===== src/hdl/fbpa_pkg.sv =====
package fbpa_pkg;

	localparam int ACT_W   = 2;
	localparam int FIDX_W  = 10;
	localparam int ST_W    = 2;
	localparam int BIDX_W  = 10;
	localparam int OFS_W   = 24;

	localparam int POOL_W    = 24;
	localparam int BLK_W     = 16;
	localparam int ALN_W     = 17;
	localparam int CFG_W     = 24;
	localparam int CFG_IDX_W = 1;

	localparam int DVD_W  = 24;
	localparam int DVS_W  = 17;
	localparam int DCNT_W = $clog2(DVD_W);

	localparam int RST_POOL_BYTES  = 65536;
	localparam int RST_BLOCK_BYTES = 64;

	localparam logic [ACT_W-1:0] ACT_ALLOC   = 2'd0;
	localparam logic [ACT_W-1:0] ACT_FREE    = 2'd1;
	localparam logic [ACT_W-1:0] ACT_REBUILD = 2'd2;

	localparam logic [ST_W-1:0] ST_OK        = 2'd0;
	localparam logic [ST_W-1:0] ST_EMPTY     = 2'd1;
	localparam logic [ST_W-1:0] ST_BAD_INDEX = 2'd2;
	localparam logic [ST_W-1:0] ST_TOO_SMALL = 2'd3;

	localparam logic [CFG_IDX_W-1:0] REG_POOL_BYTES  = 1'd0;
	localparam logic [CFG_IDX_W-1:0] REG_BLOCK_BYTES = 1'd1;

	typedef struct packed {
		logic             start;
		logic [DVD_W-1:0] dividend;
		logic [DVS_W-1:0] divisor;
	} div_cmd_t;

	typedef struct packed {
		logic             done;
		logic [DVD_W-1:0] quotient;
	} div_res_t;

	typedef struct packed {
		logic [ST_W-1:0]   status;
		logic [BIDX_W-1:0] block_index;
		logic [OFS_W-1:0]  byte_offset;
	} rsp_t;

endpackage


===== src/hdl/fbpa_div.sv =====
module fbpa_div (
	input  logic                 clk,
	input  logic                 arst_n,
	input  fbpa_pkg::div_cmd_t   cmd,
	output fbpa_pkg::div_res_t   res
);
	import fbpa_pkg::*;

	logic              busy_q;
	logic              done_q;
	logic [DCNT_W-1:0] cnt_q;
	logic [DVD_W-1:0]  quo_q;
	logic [DVS_W-1:0]  rem_q;
	logic [DVS_W-1:0]  dvs_q;
	logic [DVS_W:0]    trial;
	logic [DVS_W:0]    diff;
	logic              ge;

	always_comb begin
		trial = {rem_q, quo_q[DVD_W-1]};
		ge    = trial >= {1'b0, dvs_q};
		diff  = trial - {1'b0, dvs_q};
	end

	always_ff @(posedge clk or negedge arst_n) begin
		if (!arst_n) begin
			busy_q <= 1'b0;
			done_q <= 1'b0;
			cnt_q  <= '0;
			quo_q  <= '0;
			rem_q  <= '0;
			dvs_q  <= '0;
		end else begin
			done_q <= 1'b0;
			if (cmd.start) begin
				busy_q <= 1'b1;
				cnt_q  <= '0;
				quo_q  <= cmd.dividend;
				rem_q  <= '0;
				dvs_q  <= cmd.divisor;
			end else if (busy_q) begin
				rem_q <= ge ? diff[DVS_W-1:0] : trial[DVS_W-1:0];
				quo_q <= {quo_q[DVD_W-2:0], ge};
				cnt_q <= cnt_q + 1'b1;
				if (cnt_q == DCNT_W'(DVD_W - 1)) begin
					busy_q <= 1'b0;
					done_q <= 1'b1;
				end
			end
		end
	end

	assign res.done     = done_q;
	assign res.quotient = quo_q;

endmodule


===== config.mk =====
export PLATFORM = sky130hd
export DESIGN_NAME = fbpa_div
export DESIGN_NICKNAME = d
export VERILOG_FILES = /design/src/hdl/fbpa_pkg.sv /design/src/hdl/fbpa_div.sv
export SDC_FILE = /design/constraint.sdc
export NUM_CORES = 1
export LEC_CHECK = 0
export BUFFER_PORTS_ARGS = -buffer_cell sky130_fd_sc_hd__buf_2
export CORE_ASPECT_RATIO = 0.7
export CORE_MARGIN = 1
export CORE_UTILIZATION = 54
export CTS_BUF_LIST = sky130_fd_sc_hd__clkbuf_16
export CTS_CLUSTER_SIZE = 8
export DETAILED_ROUTE_END_ITERATION = 10
export PLACE_DENSITY_LB_ADDON = 0.08
export SLEW_MARGIN = 20
export SYNTH_ARGS = -nofsm -noshare
export SYNTH_HDL_FRONTEND = slang
export SYNTH_SLANG_ARGS = --single-unit

===== constraint.sdc =====
create_clock -name clk -period 3 [get_ports clk]
set_input_delay 0 -clock clk [delete_from_list [all_inputs] [get_ports clk]]
set_output_delay 0 -clock clk [all_outputs]
set_load 0.005 [all_outputs]

# Word level (Yosys, flattened, before mapping)
# Cells that the tools add are included.
# totals
regBits,65
input_bits,44
out_inout_bits,25
wordCells,24
# classes
n_addsub,2
magnitude_cmp,1
eq_ne,1
muxes,13
reduce_logical,1
# op_table
operator,n
$mux 17,3
$mux 24,2
$ge 18x17->1,1
$sub 17x17->17,1
$mux 5,2
$mux 1,6
$add 5x1->5 const B,1
$eq 5x5->1 const B,1
$reduce_bool 2->1,1

# Longest topological paths before layout
# Gate-level depths: netlist of run 1.
# logic_depth
word_depth,4
depth_mapped,12

# Worst setup path before layout of run 1
# OpenSTA, ideal clock, no wires.
# synth_timing
path_type,reg2reg
start,register quo_q[23]
end,register rem_q[8]
setup_time_ps,126
arrival_ps,2315
required_ps,2874
slack_ps,560
stages_incl_launch_ff,12
n_path_buf,2
period_less_slack_ps,2440
path_cell_list,dfrtp_1 inv_1 ha_1 fa_1 nor2b_4 o31a_4 o21ai_4 nand2_2 a221o_1 buf_6 buf_8 a221o_1
# synth_via
elab_chain_len,4
elab_cells_between_ends,5
cone_classes,add/sub: 1; order compare: 1; mux: 3
# synth_lines
element,line_no,rtl
from (decl),fbpa_div.sv:12,logic [DVD_W-1:0] quo_q;
from (signal assigned),fbpa_div.sv:38,quo_q <= cmd.dividend;
from (signal assigned),fbpa_div.sv:43,"quo_q <= {quo_q[DVD_W-2:0], ge};"
$sub 17x17->17 / $ge 18x17->1 (equally long branches),"fbpa_div.sv:22, fbpa_div.sv:21",
$mux 17 *,fbpa_div.sv:42,rem_q <= ge ? diff[DVS_W-1:0] : trial[DVS_W-1:0];
$mux 17 *,fbpa_div.sv:41,end else if (busy_q) begin
$mux 17 *,fbpa_div.sv:35,if (cmd.start) begin
to (signal assigned),fbpa_div.sv:42,
to (decl),fbpa_div.sv:13,logic [DVS_W-1:0] rem_q;
# Every way passes the cells marked *; elsewhere a longest branch is shown, timed or not. The select of a mux whose other input is x is not followed.
# A chain may end at the register's enable or synchronous reset.

# Worst setup path in the final report of run 1
# layout_timing
start,register quo_q[23]
end,register rem_q[3]
# Same word-level chain as after synthesis.

==> qor.yml, run 1 <==
start_util: 0.567
synth_most_common_cell: "dfrtp_1"
fill_cells: 510
antenna_found_initial: 0
grt_max_degree: 46
tns_ps: 0
rows: 25
final_nets: 596
synth_edf_count: 0
post-place-ws_ps: 368
io_buffers: 68
synth.largest_area_cell: "dfrtp_1"
fin_worst_skew_ps: 6.07
vias: 3377
die_h_um: 73.0
drc_errors: 0
synthToLayoutAreaGrowth_pct: 29.5
fin_crit_sh: 0.885
ios: 69
maxCapViolations: 0
grt_pass1_wl_um: 15200
place_congestion: 0.911
hp-class: "in -> reg"
critPathArrivalTime_ps: 2890
final_max_slew_viol_count: 0
ys_warn_count: 0
netlist_area_um2: 3880
hpwl_um: 5990
path_clk_slew_ps: 60
viasPerCell: 5.34
wl_per_cell_um: 14.8
worst_slew_pin_slew_ps: 849
cts_tree: "built"
yosys_most_used_dff: "dfrtp_1"
power_per_cell_area_nw_per_um2: 662
track_usage: 0.266
ys_seq_elements: 65
cts-root-buf: "clkbuf_16"
crit_chain: "inv_1, ha_1, fa_1, nor2b_4, o31a_4, o21ai_4, nand2_2, a221o_1, buf_12, mux2i_1, a211oi_1"
setup_viol: 0
status: "finished, final reports clean"
critPathCaptureType: "register"
timing.final.crit_period_ps: 2650
path_max_fanout: 13
synth.distinct_cells: 54
grt_setup_unrepaired: "false"
clk_latency_ps: 330
drt_iter0_drc: 116
clock-sinks: 65
cpPeakStageDelay_ps: 420
die_w_um: 103
relSlewSlack: 0.434
async_flop_share: 1.00
drtPass1Iterations: 4
cp.buffers_inverters: 2
static-leakage-power_nw: 2.62
crit_slowest_cell: "a221o_1"
crit_family: "compound AO/OA/AOI/OAI gates"
die-area_um2: 7540
grt_overflow_total: 0
syn-num-nets: 490
synth_commonest_cells: "dfrtp_1, nand2_1, o21ai_0"
drive_gt1_frac: 0.191
fin_util: 0.734
core-area_um2: 6850
hold_viol_final: 0
synthDominantCellAreaShare: 0.419
crit_type: "reg -> reg"
avgSynthCellArea_um2: 9.10
cp.required_ps: 3230
netlist_top_cells_area: "dfrtp_1, mux2i_1, nand2_1"
cts_buffers: 9
cp-start-kind: "register"
setup_ws_ps: 345
ys_seq_area_frac: 0.419
diodes: 0
multi_input_area_um2: 2040
grt_pass1_vias: 3177
regArea_um2: 1630
synthCells: 427
final_antenna_net_count: 0
irDropWorstVdd_v: 0.000341
max_freq_mhz: 377
cts_buffer_depth: 2
wl_um: 9370
h-tree-depth: 3
[cells in the final DEF, fill, tap and decap left out, drive strengths merged, types with 3 or more instances in the layout]
master and count:
nor2b 4, xor2 9, o21a 5, a311oi 6, inv 27, nor2 38
clkinv 3, xnor2 5, a21o 5, a211oi 9, a21oi 15, o21ai 48
dfrtp 65, ha 18, clkbuf 9, dlygate4sd3 42, o21bai 3, buf 77
nand2 64, mux2i 32, nand2b 5, nor3 3, nand3 4, o31ai 6
[repair_timing]
action,in CTS,in global routing
hold buffers,42,0
buffers inserted,0,0
endpoints found under the hold margin,76,0
resized for setup,0,0
[registers in the layout, summed over array words and instances, names as in the netlist]
signal and count:
dvs_q 17, busy_q 1, rem_q 17, quo_q 24
done_q 1, cnt_q 5
[kinds of logic (layout without fill, tap and decap cells)]
kind of cell,after synthesis,in the layout,synth area share
AO/OA/AOI/OAI,115,115,0.197
flip-flops,65,65,0.419
AND/OR/NAND/NOR,130,130,0.146
multiplexers,34,34,0.0883
XOR/XNOR,14,14,0.0316
buffers and inverters,50,161,0.0548
adder cells (fa/ha/maj),19,19,0.0631
[power by group]
part | internal, mW | switching (mW)
clock | 0.635 | 0.382
sequential | 0.994 | 0.0873
combinational | 0.567 | 0.664
[per-layer routing]
layer  wire length, um  vias to the layer above  track usage
met5                 0                        -            0
met4                87                        0       0.0798
met3               388                        9       0.0670
met2              4370                       73        0.408
met1              4530                     1591        0.371
li1                  -                     1704            -
[worst register-to-register path, stage by stage, from the launching register on]
cell	delay (ps)
dfrtp_1	410
inv_1	70
ha_1	180
fa_1	260
nor2b_4	60
o31a_4	300
o21ai_4	200
nand2_2	80
a221o_1	420
buf_12	210
mux2i_1	140
a211oi_1	240
[metrics by stage]
stage | cells | hold slack [ps] | power, mW | cell area (um^2)
after global placement | 574 | 158 | 2.23 | 4320
after CTS | 632 | 243 | 3.34 | 5030
after global routing | 632 | 306 | 3.53 | 5030
after floorplan | 427 | -296 | 1.96 | 3880
final | 632 | 253 | 3.33 | 5030
after detailed placement | 574 | 158 | 2.25 | 4320
[layout make-up]
type	count	share of cell area
multi-input combinational	312	0.406
clock inverter	7	0.0127
timing repair buffer	119	0.170
inverter	26	0.0194
sequential	65	0.324
tap	94	0.0234
clock buffer	9	0.0448
[path summary, 6_finish.rpt]
path                            slack, ps  cells past startpoint   endpoint  startpoint
worst max-delay path                  350                     11   rem_q[3]   quo_q[23]
worst min-delay path                  250                      3   quo_q[0]     cmd[41]
worst max register to register        350                     11   rem_q[3]   quo_q[23]
worst min register to register        520                      1   dvs_q[0]    dvs_q[0]
max in group asynchronous            2030                      3  rem_q[14]      arst_n
min in group asynchronous             320                      2  dvs_q[12]      arst_n
Note: power is estimated with default switching activity, not from simulation.
==> run 2: changes to the inputs <==
- CORE_ASPECT_RATIO: 0.7 -> 1.2
==> run 2 against run 1 <==
Register-to-register slack better by 60 ps. Critical endpoint unchanged. First-iteration DRC count is 34% higher. Combinational power hardly changed. Clock power is 27% higher. Sequential cell count stayed put. Largest cell class unchanged. Highest routed layer unchanged. Largest power group is now the clock network.
==> qor.yml, run 2 (synthesis gave the netlist of run 1 again) <==
status: "finished, final reports clean"  # unchanged
final_common_cell: "buf_2"  # unchanged
top_regs: "quo_q x24, dvs_q x17, rem_q x17"  # unchanged
critPathCaptureType: "register"  # unchanged
hpwl_um: 5890  # was 5990 um
regMostFlops: "quo_q"  # unchanged
die_h_um: 94.9  # was 73.0 um
grt_max_degree: 75  # was 46
cp.required_ps: 3220  # was 3230 ps
fill_cells: 501  # was 510
drtPass1Iterations: 5  # was 4
worst_slew_pin_slew_ps: 793  # was 849 ps
power_per_cell_area_nw_per_um2: 707  # was 662 nW/um^2
viasPerCell: 5.49  # was 5.34
tns_ps: 0  # unchanged
die_w_um: 79.4  # was 103 um
dp_cells: 566  # was 574
cts_buffer_depth: 2  # unchanged
largest_reg_flops: 24  # unchanged
hold_viol_final: 0  # unchanged
wl_per_cell_um: 15.0  # was 14.8 um
grt_overflow_total: 0  # unchanged
wl_um: 9340  # was 9370 um
core-area_um2: 6900  # was 6850 um^2
clk_latency_ps: 330  # about the same
relSlewSlack: 0.472  # was 0.434
cts-root-buf: "clkbuf_16"  # unchanged
timing.final.crit_period_ps: 2590  # was 2650 ps
layout.cells.non_filler: 624  # was 632
ios: 69  # unchanged
rows: 33  # was 25
die-area_um2: 7540  # about the same
synthToLayoutAreaGrowth_pct: 30.8  # was 29.5%
fin_worst_skew_ps: 8.89  # was 6.07 ps
drt_iter0_drc: 155  # was 116
cts-resized-gates: 0  # unchanged
clock-sinks: 65  # unchanged
layout_common_cells: "buf_2, dfrtp_1, nand2_1"  # unchanged
path_max_fanout: 11  # was 13
cts_tree: "built"  # unchanged
antenna_found_initial: 0  # unchanged
place_congestion: 0.861  # was 0.911
grt_pass1_wl_um: 16000  # was 15200 um
final_nets: 595  # was 596
track_usage: 0.275  # was 0.266
path_clk_slew_ps: 60  # about the same
final_antenna_net_count: 0  # unchanged
start_util: 0.563  # was 0.567
crit_type: "reg -> reg"  # unchanged
hp-class: "in -> async"  # was in -> reg
critPathArrivalTime_ps: 2810  # was 2890 ps
cts_buffers: 9  # unchanged
vias: 3424  # was 3377
grt_setup_unrepaired: "false"  # unchanged
cp-start-kind: "register"  # unchanged
fin_crit_sh: 0.864  # was 0.885
drive_gt1_frac: 0.190  # was 0.191
maxCapViolations: 0  # unchanged
h-tree-depth: 3  # unchanged
grt_pass1_vias: 3517  # was 3177
max_freq_mhz: 386  # was 377 MHz
static-leakage-power_nw: 2.65  # was 2.62 nW
drc_errors: 0  # unchanged
irDropWorstVdd_v: 0.000552  # was 0.000341 V
io_buffers: 68  # unchanged
diodes: 0  # unchanged
final_max_slew_viol_count: 0  # unchanged
setup_viol: 0  # unchanged
## run 2: cell types whose count changed in the layout (fill, tap and decap cells not counted)
cell,delta
clkinvlp_4,-2
inv_6,+1
clkinv_2,-3
buf_12,-1
clkinv_4,+1
inv_1,-1
clkinv_1,+1
bufinv_16,+3
## run 2: final timing paths
path	start	to	slack, ps	cells past startpoint
max	quo_q[23]	rem_q[3]	410	11
max reg2reg	quo_q[23]	rem_q[3]	410	11
max in group asynchronous	arst_n	busy_q	2160	3
min	arst_n	dvs_q[5]	140	2
min in group clk	cmd[41]	cnt_q[2]	170	2
min reg2reg	dvs_q[14]	dvs_q[14]	530	2
## run 2: per-stage QoR
step	cell area (um^2)	hold slack [ps]	power, mW	worst slack, ps	utilization
after floorplan	3880	-296	1.96	560	-
after global placement	4290	-34.9	2.22	569	0.622
after detailed placement	4290	-34.0	2.24	439	0.622
after CTS	5080	163	3.60	379	0.737
after global routing	5080	178	3.81	262	0.737
final	5080	144	3.59	407	0.737
## run 2: critical path, cell delays in order, from the launching register on
cell	delay, ps
dfrtp_1	410
inv_1	70
ha_1	170
fa_1	270
nor2b_4	60
o31a_4	310
o21ai_4	200
nand2_2	90
a221o_1	310
buf_4	200
mux2i_1	130
a211oi_1	270
## run 2: report_power, final
part	leakage (nW)	internal [mW]	switching [mW]
clock	0.178	0.897	0.404
sequential	0.818	0.994	0.0881
combinational	1.65	0.555	0.654
## run 2: area by class of cell
cell class | instances | area [um^2] | area share
clock buffer | 9 | 225 | 0.0443
clock inverter | 7 | 141 | 0.0278
inverter | 26 | 97.6 | 0.0192
multi-input combinational | 312 | 2040 | 0.403
sequential | 65 | 1630 | 0.321
tap | 87 | 109 | 0.0214
timing repair buffer | 118 | 833 | 0.164
## run 2: timing repair
item                      4_1_cts  5_1_grt
buffers inserted                0        0
hold buffers                   42        0
hold endpoints to repair       57        0
## run 2: layer usage
metal,part of all wire,routed length [um],global-route usage,vias up
met3,0.050,466,0.0676,23
li1,-,-,-,1709
met5,0,0,0,-
met2,0.49,4620,0.469,101
met1,0.43,4040,0.328,1591
met4,0.022,208,0.120,0
==> run 3: changes to the inputs <==
- BUFFER_PORTS_ARGS: -buffer_cell sky130_fd_sc_hd__buf_2 -> unset
- CORE_MARGIN: 1 -> unset
- DONT_BUFFER_PORTS: unset -> 1
==> run 3 against run 2 <==
Non-clock buffer count is 68 lower. Via count is 8.6% lower. Largest power group is now combinational cells. Register-to-register slack better by 50 ps. Highest routed layer unchanged. Worst hold slack worse by 130 ps. Sequential share of layout area is 2.7 points higher. First-iteration DRC count is 6.5% higher. Wire length is 7.5% lower. Setup slack better by 52 ps. Core utilization is 5.7 points lower. Clock skew hardly changed.
==> qor.yml, run 3 (synthesis gave the netlist of run 1 again) <==
die_w_um: 79.4  # unchanged
drive_gt1_frac: 0.0682  # was 0.190
holdPathEnd: "done_q"
status: "finished, final reports clean"  # unchanged
grt_pass1_vias: 3096  # was 3517
path_max_fanout: 10  # was 11
largest_reg_flops: 24  # unchanged
critPathArrivalTime_ps: 2770  # was 2810 ps
pwr-share-comb: 0.350  # was 0.337
power_per_cell_area_nw_per_um2: 693  # was 707 nW/um^2
cts_tree: "built"  # unchanged
drc_errors: 0  # unchanged
internal_power_mw: 2.15  # was 2.45 mW
cp-start-kind: "register"  # unchanged
grt_setup_unrepaired: "false"  # unchanged
io_buffers: 0  # was 68
cts-resized-gates: 0  # unchanged
hpwl_um: 5280  # was 5890 um
vias: 3130  # was 3424
timing.final.crit_period_ps: 2540  # was 2590 ps
r2r_cells: 11  # unchanged
fill_cells: 546  # was 501
synthToLayoutAreaGrowth_pct: 20.7  # was 30.8%
fin_crit_sh: 0.847  # was 0.864
static-leakage-power_nw: 2.34  # was 2.65 nW
tns_ps: 0  # unchanged
layout_common_cells: "dfrtp_1, nand2_1, o21ai_0"  # was buf_2, dfrtp_1, nand2_1
track_usage: 0.247  # was 0.275
irDropWorstVdd_v: 0.000434  # was 0.000552 V
cts_buffer_depth: 2  # unchanged
cts-root-buf: "clkbuf_16"  # unchanged
drt_iter0_drc: 165  # was 155
relSlewSlack: 0.735  # was 0.472
dp_cells: 496  # was 566
place_congestion: 0.826  # was 0.861
final_antenna_net_count: 0  # unchanged
final_nets: 527  # was 595
start_util: 0.563  # unchanged
hold_viol_final: 0  # unchanged
top_regs: "quo_q x24, dvs_q x17, rem_q x17"  # unchanged
grt_max_degree: 106  # was 75
cp.required_ps: 3230  # was 3220 ps
r2r_setup_slack_ps: 460  # was 410 ps
regArea_um2: 1630  # unchanged
diodes: 0  # unchanged
worst_r2r_endpoint: "rem_q[16]"  # was rem_q[3]
cts_setup_buffers: 0  # unchanged
final_max_slew_viol_count: 0  # unchanged
antenna_found_initial: 0  # unchanged
drtPass1Iterations: 4  # was 5
switchingPower_mw: 1.10  # was 1.15 mW
fin_worst_skew_ps: 9.09  # was 8.89 ps
hp-class: "in -> reg"  # was in -> async
die_h_um: 94.9  # unchanged
multi_input_area_um2: 2040  # unchanged
core-area_um2: 6900  # unchanged
worst_slew_pin_slew_ps: 397  # was 793 ps
maxCapViolations: 0  # unchanged
rows: 33  # unchanged
seqPwrFrac: 0.335  # was 0.301
final_common_cell: "dfrtp_1"  # was buf_2
wl_um: 8630  # was 9340 um
cts_hold_buf: 44  # was 42
h-tree-depth: 3  # unchanged
grt_pass1_wl_um: 14300  # was 16000 um
wl_per_cell_um: 15.5  # was 15.0 um
max_freq_mhz: 393  # was 386 MHz
hold_depth: 2
regMostFlops: "quo_q"  # unchanged
grt_overflow_total: 0  # unchanged
clock-sinks: 65  # unchanged
viasPerCell: 5.63  # was 5.49
clk_latency_ps: 330  # about the same
min_from: "cmd[41]"
crit_type: "reg -> reg"  # unchanged
p_clk_frac: 0.315  # was 0.362
cts_buffers: 9  # unchanged
setup_viol: 0  # unchanged
switching_share: 0.339  # was 0.319
die-area_um2: 7540  # unchanged
path_clk_slew_ps: 50  # was 60 ps
critPathCaptureType: "register"  # unchanged
layout.cells.non_filler: 556  # was 624
rr_startpoint: "quo_q[23]"  # unchanged
ios: 69  # unchanged
## run 3: changes by cell type in the layout (fill, tap and decap cells not counted)
cell,before,now
clkinv_1,1,2
buf_12,1,0
buf_4,7,6
buf_2,68,0
inv_1,26,27
clkinvlp_4,0,1
bufinv_16,4,1
buf_16,0,2
clkinv_2,0,1
inv_6,1,0
## run 3: critical path, stage by stage (launching register included)
cell	delay [ps]
dfrtp_1	420
inv_1	80
ha_1	180
fa_1	260
nor2b_4	60
o31a_4	300
o21ai_4	190
nand2_2	80
a221o_1	320
buf_4	200
mux2i_1	130
a211oi_1	220
## run 3: worst max-delay path by stage
stage	from	endpoint	slack, ps
2_1_floorplan	quo_q[23]	rem_q[8]	560
5_1_grt	quo_q[23]	rem_q[0]	280
3_3_place_gp	quo_q[23]	rem_q[16]	550
3_5_place_dp	quo_q[23]	rem_q[12]	450
4_1_cts	quo_q[23]	rem_q[12]	450
6_report	quo_q[23]	rem_q[16]	460
## run 3: final cells by class
class	count	area share
Timing Repair Buffer	50	0.111
Sequential cell	65	0.347
Clock buffer	9	0.0481
Tap cell	87	0.0232
Inverter	26	0.0208
Multi-Input combinational cell	312	0.436
Clock inverter	7	0.0133
## run 3: routing by layer
| layer | track usage | vias up | wire (um) |
|---|---|---|---|
| li1 | - | 1569 | - |
| met4 | 0.0985 | 0 | 115 |
| met2 | 0.420 | 81 | 4160 |
| met3 | 0.0512 | 9 | 357 |
| met1 | 0.304 | 1471 | 4000 |
| met5 | 0 | - | 0 |
## run 3: metrics by stage
| stage | cell area [um^2] | hold WS, ps | utilization | worst slack [ps] | total power [mW] |
|---|---|---|---|---|---|
| 2_1_floorplan | 3880 | -296 | - | 560 | 1.96 |
| 5_1_grt | 4690 | 37.2 | 0.680 | 282 | 3.45 |
| 3_5_place_dp | 3920 | -294 | 0.569 | 447 | 2.14 |
| 3_3_place_gp | 3920 | -294 | 0.569 | 547 | 2.12 |
| 6_report | 4690 | 9.83 | 0.680 | 459 | 3.25 |
| 4_1_cts | 4690 | 3.33 | 0.680 | 452 | 3.26 |
## run 3: power by group through the flow
stage                     clock, mW  combinational (mW)  sequential [mW]
final                          1.02                1.14             1.09
after global routing           1.08                1.27             1.10
after CTS                      1.04                1.13             1.09
after detailed placement          0                1.03             1.10
after global placement            0                1.02             1.10
after floorplan                   0               0.883             1.08
